--- config.mk ---
export PLATFORM = sky130hd
export DESIGN_NAME = i2c_register_transfer_sequencer_core
export DESIGN_NICKNAME = d
export VERILOG_FILES = /design/src/i2crts_pkg.sv /design/src/i2c_register_transfer_sequencer_core.sv
export SDC_FILE = /design/constraint.sdc
export NUM_CORES = 1
export LEC_CHECK = 0
export ABC_AREA = 1
export BUFFER_PORTS_ARGS = -buffer_cell sky130_fd_sc_hd__buf_2
export CELL_PAD_IN_SITES_DETAIL_PLACEMENT = 1
export CELL_PAD_IN_SITES_GLOBAL_PLACEMENT = 1
export CORE_ASPECT_RATIO = 0.6
export CORE_UTILIZATION = 46
export DETAILED_ROUTE_END_ITERATION = 7
export PLACE_DENSITY_LB_ADDON = 0.1
export SLEW_MARGIN = 5
export SYNTH_ARGS = -nofsm -noshare
export SYNTH_HDL_FRONTEND = slang
export SYNTH_SLANG_ARGS = --single-unit
--- constraint.sdc ---
create_clock -name clk -period 3.9 [get_ports clk]
set_input_delay 0.195 -clock clk [delete_from_list [all_inputs] [get_ports clk]]
set_output_delay 0.195 -clock clk [all_outputs]
set_load 0.02 [all_outputs]
--- src/i2crts_pkg.sv ---
package i2crts_pkg;

  typedef enum logic [2:0] {
    PH_SB   = 3'd0,
    PH_ADDR = 3'd1,
    PH_TXE  = 3'd2,
    PH_RXNE = 3'd3,
    PH_BTF  = 3'd4,
    PH_IDLE = 3'd5
  } phase_t;

  localparam logic MODE_START = 1'b0;
  localparam logic MODE_EVENT = 1'b1;

  localparam logic [1:0] ACK_KEEP    = 2'd0;
  localparam logic [1:0] ACK_ENABLE  = 2'd1;
  localparam logic [1:0] ACK_DISABLE = 2'd2;

  // one handler per flag, so an event item yields at most this many results
  localparam int unsigned MaxResults = 5;
  localparam int unsigned CountW     = $clog2(MaxResults + 1);

  typedef struct packed {
    logic       dr_write;
    logic [7:0] dr_value;
    logic       start_request;
    logic       stop_request;
    logic [1:0] ack_control;
    logic       read_valid;
    logic [7:0] read_value;
    logic       done_res;
    logic       irq_disable;
    logic       last_of_run;
  } res_t;

endpackage

--- src/i2c_register_transfer_sequencer_core.sv ---
// I2C master sequencer for register-addressed reads and writes. A start item
// (mode 0) loads the slave address, register address, byte count and direction
// and yields one START request; an event item (mode 1) carries the SB, ADDR,
// TXE, RXNE and BTF flags, which are checked in that order against the current
// phase, each firing handler giving one result (data-register write, ACK
// control, START/STOP request, received byte, done). An item yields zero to
// five results, the last marked by last_of_run. The transfer state is updated
// in the cycle the item is taken and its results are held in a five-entry
// buffer that drains one result per cycle into the output register while the
// output is not stalled, so a sustained rate is one item per cycle for items
// with at most one result; the next item is taken in the cycle its
// predecessor's last result moves into the output register.
module i2c_register_transfer_sequencer_core (
  input  logic       clk,
  input  logic       rst,
  input  logic       in_valid,
  output logic       in_stall,
  input  logic       mode,
  input  logic       is_read,
  input  logic [6:0] slave_address,
  input  logic [7:0] register_address,
  input  logic [7:0] byte_count,
  input  logic       flag_start_sent,
  input  logic       flag_address_sent,
  input  logic       flag_tx_empty,
  input  logic       flag_rx_full,
  input  logic       flag_tx_finished,
  input  logic [7:0] tx_byte,
  input  logic [7:0] rx_byte,
  output logic       out_valid,
  input  logic       out_stall,
  output logic       dr_write,
  output logic [7:0] dr_value,
  output logic       start_request,
  output logic       stop_request,
  output logic [1:0] ack_control,
  output logic       read_valid,
  output logic [7:0] read_value,
  output logic       done_res,
  output logic       irq_disable,
  output logic       last_of_run
);

  localparam int unsigned NRes = i2crts_pkg::MaxResults;
  localparam int unsigned CW   = i2crts_pkg::CountW;
  localparam int unsigned IdxW = $clog2(NRes);

  // transfer state
  i2crts_pkg::phase_t phase, phase_next;
  logic [7:0] bytes_left, bytes_left_next;
  logic [6:0] target_address, target_address_next;
  logic [7:0] target_register, target_register_next;
  logic       read_transfer, read_transfer_next;
  logic       register_sent, register_sent_next;
  logic       direction_bit, direction_bit_next;
  logic       data_send_enabled, data_send_enabled_next;

  // result buffer and output register
  i2crts_pkg::res_t res_buf [NRes];
  i2crts_pkg::res_t res_new [NRes];
  logic [CW-1:0]    buf_count, buf_index, new_count;
  i2crts_pkg::res_t out_res;

  // handler chain
  i2crts_pkg::phase_t ph1, ph2, ph3, ph4;
  logic [7:0] bl3, bl4;
  logic       dse2;
  logic       fire_sb, fire_ad, fire_tx, fire_rx, fire_bt;

  logic buf_has, load, in_acc;

  assign buf_has  = buf_index != buf_count;
  assign load     = buf_has && (!out_valid || !out_stall);
  assign in_stall = buf_has && !(load && (buf_index == buf_count - CW'(1)));
  assign in_acc   = in_valid && !in_stall;

  // next state
  always_comb begin
    phase_next             = phase;
    bytes_left_next        = bytes_left;
    target_address_next    = target_address;
    target_register_next   = target_register;
    read_transfer_next     = read_transfer;
    register_sent_next     = register_sent;
    direction_bit_next     = direction_bit;
    data_send_enabled_next = data_send_enabled;
    ph1 = phase; ph2 = phase; ph3 = phase; ph4 = phase;
    bl3 = bytes_left; bl4 = bytes_left;
    dse2 = data_send_enabled;
    fire_sb = 1'b0; fire_ad = 1'b0; fire_tx = 1'b0; fire_rx = 1'b0; fire_bt = 1'b0;

    if (mode == i2crts_pkg::MODE_START) begin
      read_transfer_next     = is_read;
      target_address_next    = slave_address;
      target_register_next   = register_address;
      bytes_left_next        = (byte_count == 8'd0) ? 8'd1 : byte_count;
      register_sent_next     = 1'b0;
      direction_bit_next     = 1'b0;
      data_send_enabled_next = 1'b0;
      phase_next             = i2crts_pkg::PH_SB;
    end else begin
      fire_sb = flag_start_sent && (phase == i2crts_pkg::PH_SB);
      ph1 = fire_sb ? i2crts_pkg::PH_ADDR : phase;

      fire_ad = flag_address_sent && (ph1 == i2crts_pkg::PH_ADDR);
      ph2 = ph1;
      if (fire_ad) begin
        if (!read_transfer) begin
          ph2  = i2crts_pkg::PH_TXE;
          dse2 = 1'b1;
        end else if (register_sent) begin
          ph2 = i2crts_pkg::PH_RXNE;
        end else begin
          ph2 = i2crts_pkg::PH_TXE;
          register_sent_next = 1'b1;
        end
      end

      ph3 = ph2;
      if (flag_tx_empty && (ph2 == i2crts_pkg::PH_TXE)) begin
        if (!read_transfer) begin
          if (dse2) begin
            fire_tx = 1'b1;
            bl3 = bytes_left - 8'd1;
            if (bl3 == 8'd0) ph3 = i2crts_pkg::PH_BTF;
          end
        end else begin
          fire_tx = 1'b1;
          direction_bit_next = 1'b1;
          ph3 = i2crts_pkg::PH_SB;
        end
      end

      fire_rx = flag_rx_full && (ph3 == i2crts_pkg::PH_RXNE);
      bl4 = bl3;
      ph4 = ph3;
      if (fire_rx) begin
        bl4 = bl3 - 8'd1;
        if (bl4 == 8'd0) ph4 = i2crts_pkg::PH_IDLE;
      end

      fire_bt = flag_tx_finished && (ph4 == i2crts_pkg::PH_BTF);

      phase_next             = fire_bt ? i2crts_pkg::PH_IDLE : ph4;
      bytes_left_next        = bl4;
      data_send_enabled_next = dse2;
    end
  end

  // results of the item, packed in handler order
  always_comb begin
    i2crts_pkg::res_t cand [NRes];
    logic [NRes-1:0]  fire;
    logic [CW-1:0]    idx;

    for (int k = 0; k < NRes; k++) begin
      cand[k]    = '0;
      res_new[k] = '0;
    end
    fire = '0;
    idx  = '0;

    if (mode == i2crts_pkg::MODE_START) begin
      res_new[0].start_request = 1'b1;
      res_new[0].last_of_run   = 1'b1;
      new_count = CW'(1);
    end else begin
      fire = {fire_bt, fire_rx, fire_tx, fire_ad, fire_sb};

      cand[0].dr_write = 1'b1;
      cand[0].dr_value = {target_address, direction_bit};

      if (!read_transfer || !register_sent) begin
        cand[1].dr_write = 1'b1;
        cand[1].dr_value = target_register;
      end else if (bytes_left == 8'd1) begin
        cand[1].ack_control  = i2crts_pkg::ACK_DISABLE;
        cand[1].stop_request = 1'b1;
      end else begin
        cand[1].ack_control = i2crts_pkg::ACK_ENABLE;
      end

      if (!read_transfer) begin
        cand[2].dr_write = 1'b1;
        cand[2].dr_value = tx_byte;
      end else begin
        cand[2].start_request = 1'b1;
      end

      cand[3].read_valid = 1'b1;
      cand[3].read_value = rx_byte;
      if (bl4 == 8'd1) begin
        cand[3].ack_control  = i2crts_pkg::ACK_DISABLE;
        cand[3].stop_request = 1'b1;
      end
      cand[3].done_res = (bl4 == 8'd0);

      cand[4].stop_request = 1'b1;
      cand[4].irq_disable  = 1'b1;
      cand[4].done_res     = 1'b1;

      for (int k = 0; k < NRes; k++) begin
        if (fire[k]) begin
          res_new[idx[IdxW-1:0]] = cand[k];
          idx = idx + CW'(1);
        end
      end
      if (idx != '0) res_new[idx[IdxW-1:0] - IdxW'(1)].last_of_run = 1'b1;
      new_count = idx;
    end
  end

  always_ff @(posedge clk) begin
    if (rst) begin
      out_valid         <= 1'b0;
      buf_count         <= '0;
      buf_index         <= '0;
      phase             <= i2crts_pkg::PH_SB;
      bytes_left        <= '0;
      target_address    <= '0;
      target_register   <= '0;
      read_transfer     <= 1'b0;
      register_sent     <= 1'b0;
      direction_bit     <= 1'b0;
      data_send_enabled <= 1'b0;
    end else begin
      if (load) begin
        out_valid <= 1'b1;
      end else if (out_valid && !out_stall) begin
        out_valid <= 1'b0;
      end
      // a new item restarts the read pointer, even while the last result leaves
      if (in_acc) begin
        buf_index <= '0;
      end else if (load) begin
        buf_index <= buf_index + CW'(1);
      end
      if (in_acc) begin
        buf_count         <= new_count;
        phase             <= phase_next;
        bytes_left        <= bytes_left_next;
        target_address    <= target_address_next;
        target_register   <= target_register_next;
        read_transfer     <= read_transfer_next;
        register_sent     <= register_sent_next;
        direction_bit     <= direction_bit_next;
        data_send_enabled <= data_send_enabled_next;
      end
    end
  end

  // payload registers
  always_ff @(posedge clk) begin
    if (load) out_res <= res_buf[buf_index[IdxW-1:0]];
    if (in_acc) begin
      for (int k = 0; k < NRes; k++) res_buf[k] <= res_new[k];
    end
  end

  assign dr_write      = out_res.dr_write;
  assign dr_value      = out_res.dr_value;
  assign start_request = out_res.start_request;
  assign stop_request  = out_res.stop_request;
  assign ack_control   = out_res.ack_control;
  assign read_valid    = out_res.read_valid;
  assign read_value    = out_res.read_value;
  assign done_res      = out_res.done_res;
  assign irq_disable   = out_res.irq_disable;
  assign last_of_run   = out_res.last_of_run;

endmodule
# After elaboration in Yosys (flattened, before gate mapping)
# Memories as Yosys holds them, arrays and structs flattened. A register that Yosys moved wholly into a read port is not among the register bits.
# Index checks and enable logic that the tools add are counted.
# word_totals
regBits	37
ram_bits	125
input_bits	50
output_inout_bits	27
word_cells	182
memories	1
# mem_list
name	words	width	rd	rd_ports_with_merged_regs	wr	line_no	source
res_buf	5	25	1	1	5	i2c_register_transfer_sequencer_core.sv:59	i2crts_pkg::res_t res_buf [NRes];
# classes
addsub	9
n_lt_le_gt_ge	10
n_eq_ne	11
mux	97
bitwise_logic	9
reduce_logical	34
# op_table
op	n
$mux 125	9
$bwmux 125	4
$demux 25 s3	5
$mux 25	6
$and 110x110->110	1
$not 110->110	1
$mux 100	1
$mux 3	27
$mux 8	8
$mux 9	5
$logic_not 8->1	4
$mux 1	30
$ge 4x4->1 const B	5
$lt 4x1->1 const B	5
$not 3->4	5
$eq 8x1->1 const B	2
$sub 8x1->8 const B	2
$add 3x1->3 const B	5
$logic_and 1x1->1	15
$or 15x15->15	1
$mux 14	1
$eq 3x2->1 const B	2
$logic_not 1->1	6
$ne 2x1->1 const B	3
other kinds (14)	17

# Longest topological paths before layout
# Gate-level depths: netlist (run 1).
# depth
depth_word	30
ltp_mapped	27
mapped_depth_nobuf	27

# Worst setup path after synthesis (run 1)
# OpenSTA, ideal clock, no wires.
# synth_timing
path_kind	register -> register
start	reg buf_index[2]
end	mem res_buf[0][0] in the netlist's numbering (enable)
setup_time_ps	423
arrival_time_ps	3264
t_required_ps	3477
path_slack_ps	212
path_stages_with_launch	12
path_buffers	3
synth_period_minus_slack_ps	3688
cell_sequence	dfxtp_1 -> clkbuf_1 -> xor2_1 -> nor2_1 -> nand3_1 -> nand2_1 -> o21a_1 -> inv_1 -> nand2_1 -> inv_1 -> clkbuf_1 -> buf_2
# synth_lines
item	line_no	source
start, declared	i2c_register_transfer_sequencer_core.sv:61	logic [CW-1:0] buf_count, buf_index, new_count;
start signal, assigned	i2c_register_transfer_sequencer_core.sv:236	buf_index <= buf_index + CW'(1);
end, declared	i2c_register_transfer_sequencer_core.sv:59	

==> metrics, run 1 <==
pwr/cell area=approximately 660 nW/um2; fmax=273 MHz; cts hold-fix bufs=0; largest net degree at the start of global routing=86; post-synthesis cell area=slightly below 9000 um2; first-pass GRT wire length=41,000 um; Finished Cell Area=between 10,000 and 15,000 um2; count leader, synth=nor2_1; WS Path Type=register to register; ANT cells=0; Core Rows=38; routability cong.=about 0.9; Period Utilization, post-route=94.1%; Yosys reg bits=174; peak fanout along the critical path=13; synth warn=0; clock skew=around 14 ps; CTS Buf Count=17; DR WL/cell=between 15 and 20 um; Final Critical Period=3670 ps; Comb pwr share=31.4%; Die H=between 100 and 150 um; status=finished, final reports clean; sw frac=36.1%; hpwl dp=between 15,000 and 20,000 um; switching power=2440 uW; internal power=~4300 uW; Synth top cells by count=nor2_1 (215), edfxtp_1 (137), nand2_1 (124); Pins Over Slew Limit=0; # setup viols final=0; synthesized area per cell=8.82 um2; core area=18,400 um2; io pins=77; Max VDD drop=about 0.00059 V; Die Area=19,600 um2; worst setup margin=between 200 and 250 ps; Initial Utilization=47.7%; number of I/O port buffers=76; leak pwr=0.00418 uW; max-capacitance violation count=0; share of the yosys chip area belonging to registers=55.5%; area grow syn2layout=16.1%; Root Buffer=clkbuf_16; Antenna Nets Post-Route=0; main area contributors after synthesis=edfxtp_1 (47%), nor2_1 (9.2%), dfxtp_1 (8.5%); startpoint types=register; vias in the first global route=7,440; Setup TNS=0 ps; Worst-path clk slew=70 ps; share of post-route cells with drive strength above 1=approximately 17%; Synth Flop Type=edfxtp_1; reg2reg path depth=25; number of flops mapped to enable cells by yosys=roughly 140; Worst-Margin Slew=1060 ps; Vias per Instance=approximately 5.6; DR vias=7,475; Worst Path Required=4080 ps; HP Class=input port to register; crit path capture type=register; initial antenna violation count=0; Filler cells=between 2,000 and 2,500; 1st-iter DRT viols=750; # H-tree levels=4; Clk pwr share=26.2%; first-pass detailed-route iteration total=5; Post-synth ARST share=0%; Fin. Hold Viols=0; final WL=between 20,000 and 30,000 um; Die Wd=between 150 and 200 um; All-Layer GR Usage=between 20% and 30%; GR Overflow Total=0; Area after DPL=roughly 9500 um2; nets=1,142; post-synth top area cell=edfxtp_1; Post-route DRC=0; clk_lat worst skew=around 440 ps; Worst Hold Depth=3; area share of the largest cell type after synthesis=between 40% and 50%; Slew Limit Headroom=between 20% and 30%; DP Worst Slack=roughly 80 ps; fin util=a little under three fifths; clock tree sinks=about 170; Gate Count Post-Synth=roughly 1,000; register share of total power=a little over two fifths; maximum clock path buffer count=2; CTS tree=done; CP arrival=a little under 4000 ps; post-synth cell types=52
-- power groups by stage --
stage	Sequential, uW	Combinational [uW]	Clock, uW
after floorplan	3060	1160	0
after global placement	2870	1990	0
final	2860	2120	1770
after detailed placement	2900	2060	0
after CTS	2860	2090	1790
after global routing	2910	2330	1840
-- final timing paths --
| check | start | end | slack, ps |
|---|---|---|---|
| hold / removal | register_address[5] | target_register[5] | 40 |
| setup / recovery | phase[1] | res_buf[0][0] | 230 |
| hold reg to reg | target_register[4] | target_register[4] | 460 |
| setup reg to reg | phase[1] | res_buf[0][0] | 230 |
-- sequential cells by signal, summed over array words and instances, names as in the netlist --
name               cells
dr_value               8
direction_bit          1
phase                  3
dr_write               1
read_transfer          1
buf_count              3
buf_index              3
out_valid              1
last_of_run            1
start_request          1
read_valid             1
read_value             8
done_res               1
data_send_enabled      1
ack_control            2
target_address         7
bytes_left             8
target_register        8
stop_request           1
irq_disable            1
res_buf              112
register_sent          1
-- routing by layer --
metal	up-vias	wire, um	track usage, %
li1	3522	-	-
met1	3668	12500	39.2
met2	261	11500	43.4
met4	0	302	6.96
met5	-	0	0
met3	24	1750	5.21
-- stage by stage --
step | hold slack, ps | instances | power [uW]
2_1_floorplan | 264 | 1001 | 4220
5_1_grt | 32.6 | 1332 | 7090
4_1_cts | 20.5 | 1327 | 6740
6_report | 38.3 | 1332 | 6760
3_3_place_gp | 446 | 1295 | 4860
3_5_place_dp | 448 | 1295 | 4950
-- final cells by class --
class | count | area [um2] | area share [%]
Multi-Input combinational cell | 676 | 3410 | 33.5
Sequential cell | 174 | 4860 | 47.8
Tap cell | 240 | 300 | 2.95
Clock buffer | 24 | 462 | 4.54
Clock inverter | 8 | 131 | 1.29
Inverter | 107 | 407 | 4.00
Timing Repair Buffer | 103 | 599 | 5.90
-- repair_timing --
| item | in CTS | in global routing |
|---|---|---|
| buffers inserted | 0 | 5 |
| resized for setup | 1 | 18 |
| pin swaps | 0 | 5 |
| endpoints found under the setup margin | 1 | 9 |
-- cells by family (layout without fill, tap and decap cells) --
family / count (synthesis) / after routing / share of synthesized area (%)
multiplexers: 3 / 3 / 0.343
AND/OR/NAND/NOR: 447 / 447 / 22.0
buffers and inverters: 151 / 242 / 6.75
flip-flops: 174 / 174 / 55.5
other: 1 / 10 / 0.0428
adder cells (fa/ha/maj): 13 / 13 / 1.94
AO/OA/AOI/OAI: 198 / 198 / 12.9
XOR/XNOR: 5 / 5 / 0.500
-- cell usage in the layout (no fill, tap or decap), types with 3 or more instances in the layout --
| cell type | count |
|---|---|
| a21oi_1 | 39 |
| a31oi_1 | 15 |
| buf_2 | 76 |
| buf_4 | 25 |
| bufinv_16 | 3 |
| clkbuf_1 | 6 |
| clkbuf_16 | 17 |
| clkinv_1 | 4 |
| conb_1 | 10 |
| dfxtp_1 | 35 |
| edfxtp_1 | 137 |
| ha_1 | 10 |
| inv_1 | 96 |
| inv_2 | 6 |
| mux2i_1 | 3 |
| nand2_1 | 123 |
| nand2_2 | 15 |
| nand3_1 | 40 |
| nand3b_1 | 3 |
| nand4_1 | 10 |
| nor2_1 | 211 |
| nor2_2 | 8 |
| nor2_4 | 4 |
| nor3_1 | 18 |
| nor4_1 | 4 |
| o211ai_1 | 6 |
| o21ai_0 | 97 |
| o21ai_1 | 6 |
| o22ai_1 | 15 |
| o31ai_1 | 5 |
| xor2_1 | 3 |
-- worst max-delay path, stage by stage, from the launching register on --
cell and delay, ps:
dfxtp_1 360, nor2_4 170, o211ai_4 150, nand2_4 110, nand2_2 60, nor2_4 120
buf_6 170, nand2_2 70, buf_4 190, nand2_2 80, nand2_2 110, inv_2 90
nand3_1 110, o21ai_1 150, nand2_1 110, nor2_2 150, nand2_2 90, o21ai_4 100
nand3_4 140, inv_4 120, nand2_1 60, nand2_1 70, nand2_1 100, ha_2 340
nand4_1 120, nand2_1 60
No activity file was read; power rests on OpenSTA's default activity.
==> inputs of run 2 (changes only) <==
Settings changed: CORE_MARGIN from default to 2, SETUP_SLACK_MARGIN from default to 0.5.
==> run 2 against run 1 <==
  * Sequential power is essentially flat
  * Combinational power up 8%
  * Highest routed layer unchanged
  * Critical endpoint unchanged
  * Sequential share of layout area is 2.2 points lower
  * First-iteration DRC count is 23% lower
  * Register-to-register slack improved by 150 ps
  * Die area increased by 3.0%
  * Total power rose by 1.5%
  * Largest cell class unchanged
==> metrics, run 2 (synthesis gave the netlist of run 1 again) <==
Fin. Hold Viols=0 (unchanged); routability cong.=0.915 (+1.7%); fmax=284 MHz (+4.1%); sw frac=36.8% (+0.68 points); Max VDD drop=0.000647 V (+9.5%); Root Buffer=clkbuf_16; Reg with most FFs=res_buf; core area=18,800 um2 (+2.6%); Die H=111 um (+1.8%); crit path capture type=register; Worst-Margin Slew=1100 ps (+36.0 ps); share of post-route cells with drive strength above 1=23.5% (+6.6 points); Period Utilization, post-route=90.3% (-3.7 points); Post-route DRC=0 (unchanged); Pins Over Slew Limit=0 (unchanged); final WL=27,600 um (+5.7%); Antenna Nets Post-Route=0 (unchanged); worst stage delay on the critical path=570 ps (+210 ps); clk_lat worst skew=440 ps (about the same); Initial Utilization=46.5% (-1.2 points); HP Class=input port to register; hpwl dp=17,400 um (-1.8%); Worst Path Required=4070 ps (about the same); Final Critical Period=3520 ps (-145 ps); DR WL/cell=20.2 um (+3.1%); area grow syn2layout=21.9%; register share of total power=41.8% (-0.6 points); clock tree sinks=174 (unchanged); Buf+Inv Stages, Crit Path=4 (unchanged); flip-flop count of the largest register after layout=112 (unchanged); # setup viols final=0 (unchanged); All-Layer GR Usage=26.4% (-1.1 points); status=finished, final reports clean; crit-path leading delay family=adder cells; DR vias=7,682 (+2.8%); unrepaired setup endpoints after global routing=true; switching power=2520 uW (+3.4%); Slew Limit Headroom=26.8% (-2.4 points); worst hold slack=25.3 ps (-13.0 ps); Vias per Instance=5.63 (+0.28%); ANT cells=0 (unchanged); number of I/O port buffers=76 (unchanged); leak pwr=0.00437 uW (+4.5%); 1st-iter DRT viols=574 (-23%); pwr/cell area=643 nW/um2 (-3.3%); peak fanout along the critical path=5 (-8); Worst-path clk slew=70 ps (about the same); first-pass detailed-route iteration total=5 (unchanged); CP arrival=3690 ps (-160 ps); internal power=4330 uW (+0.39%); cts hold-fix bufs=0 (unchanged); Die Wd=182 um (+1.1%); Filler cells=2,166 (-0.78%); nets=1,169 (+2.4%); maximum clock path buffer count=2 (unchanged); clock skew=12.1 ps (-2.12 ps); Setup TNS=0 ps (unchanged); io pins=77 (unchanged); most frequent cells in the layout=nor2_1 (204), edfxtp_1 (137), nand2_1 (108); initial antenna violation count=0 (unchanged); vias in the first global route=7,551 (+1.5%); slowest library cell on the worst path=fa_2; first-pass GRT wire length=41,300 um (+0.74%); WS Path Type=register to register; Core Rows=39 (+2.6%); startpoint types=register; Die Area=20,200 um2 (+3.0%); Clk pwr share=24.9% (-1.3 points); Comb pwr share=33.4% (+2.0 points); CTS tree=done; largest net degree at the start of global routing=86 (unchanged); GR Overflow Total=0 (unchanged); # H-tree levels=4 (unchanged); commonest non-fill, non-tap cell in the layout=nor2_1; worst-path cell chain=nor2_4 -> o211ai_4 -> nand2_4 -> nand2_2 -> nor2_4 -> nand3_4 -> fa_2 -> inv_1 -> ha_1 -> inv_1 -> o21ai_4 -> ha_4 -> inv_1 -> nand4_1 -> nand2_2 -> nand2_2 -> inv_2 -> ha_4 -> nand4_1 -> nand2_1; max-capacitance violation count=0 (unchanged); CTS Buf Count=17 (unchanged)
run 2: changes by cell type in the layout (fill, tap and decap cells not counted), sizes merged:
cell | before | now
buf | 103 | 128
clkbuf | 24 | 19
clkinvlp | 0 | 3
inv | 106 | 108
nand2 | 140 | 142
bufinv | 3 | 2
clkinv | 6 | 7
run 2: final timing paths:
check | from | endpoint | slack (ps) | depth (start not counted)
max reg2reg | phase[2] | res_buf[0][0] | 380 | 20
max | phase[2] | res_buf[0][0] | 380 | 20
min | out_stall | out_valid | 30 | 3
min reg2reg | target_address[3] | target_address[3] | 460 | 2
run 2: layer usage:
metal	vias to the layer above	global-route usage [%]	wire length (um)	share of wire (%)
li1	3574	-	-	-
met4	0	4.68	191	0.69
met3	17	4.60	1480	5.4
met2	234	41.2	13000	47
met5	-	0	0	0
met1	3857	39.2	12900	47
run 2: power groups by stage:
stage / logic, uW / registers (uW) / clock network [uW]
2_1_floorplan: 1170 / 3050 / 0
6_report: 2290 / 2860 / 1710
3_5_place_dp: 2040 / 2890 / 0
5_1_grt: 2490 / 2910 / 1800
3_3_place_gp: 1990 / 2860 / 0
4_1_cts: 2090 / 2860 / 1720
run 2: repair_timing:
item / 4_1_cts / 5_1_grt
resized for setup: 18 / 70
setup endpoints to repair: 34 / 53
gates cloned: 0 / 2
setup buffers: 11 / 21
pin swaps: 8 / 31
run 2: per-stage QoR:
step	total power, uW	setup WS [ps]	area (um2)	cells	util (%)
floorplan	4220	385	8820	1001	-
global placement	4860	345	9480	1299	50.4
detailed placement	4930	207	9480	1299	50.4
CTS	6670	462	10200	1342	54.3
global route	7200	222	10700	1365	56.6
finish	6860	377	10700	1365	56.6
run 2: worst register-to-register path, delay by kind of cell (launching register included):
kind | cells | cell delay, ps
buffers and inverters | 4 | 280
AND/OR/NAND/NOR | 10 | 1050
adder cells (fa/ha/maj) | 4 | 1280
AO/OA/AOI/OAI | 2 | 300
flip-flops | 1 | 360
run 2: final cells by class:
class	instances	area, um2	share of cell area [%]
tap	246	308	2.88
timing repair buffer	128	806	7.55
multi-input combinational	678	3700	34.7
inverter	107	409	3.83
clock inverter	13	136	1.28
clock buffer	19	443	4.15
sequential	174	4860	45.6
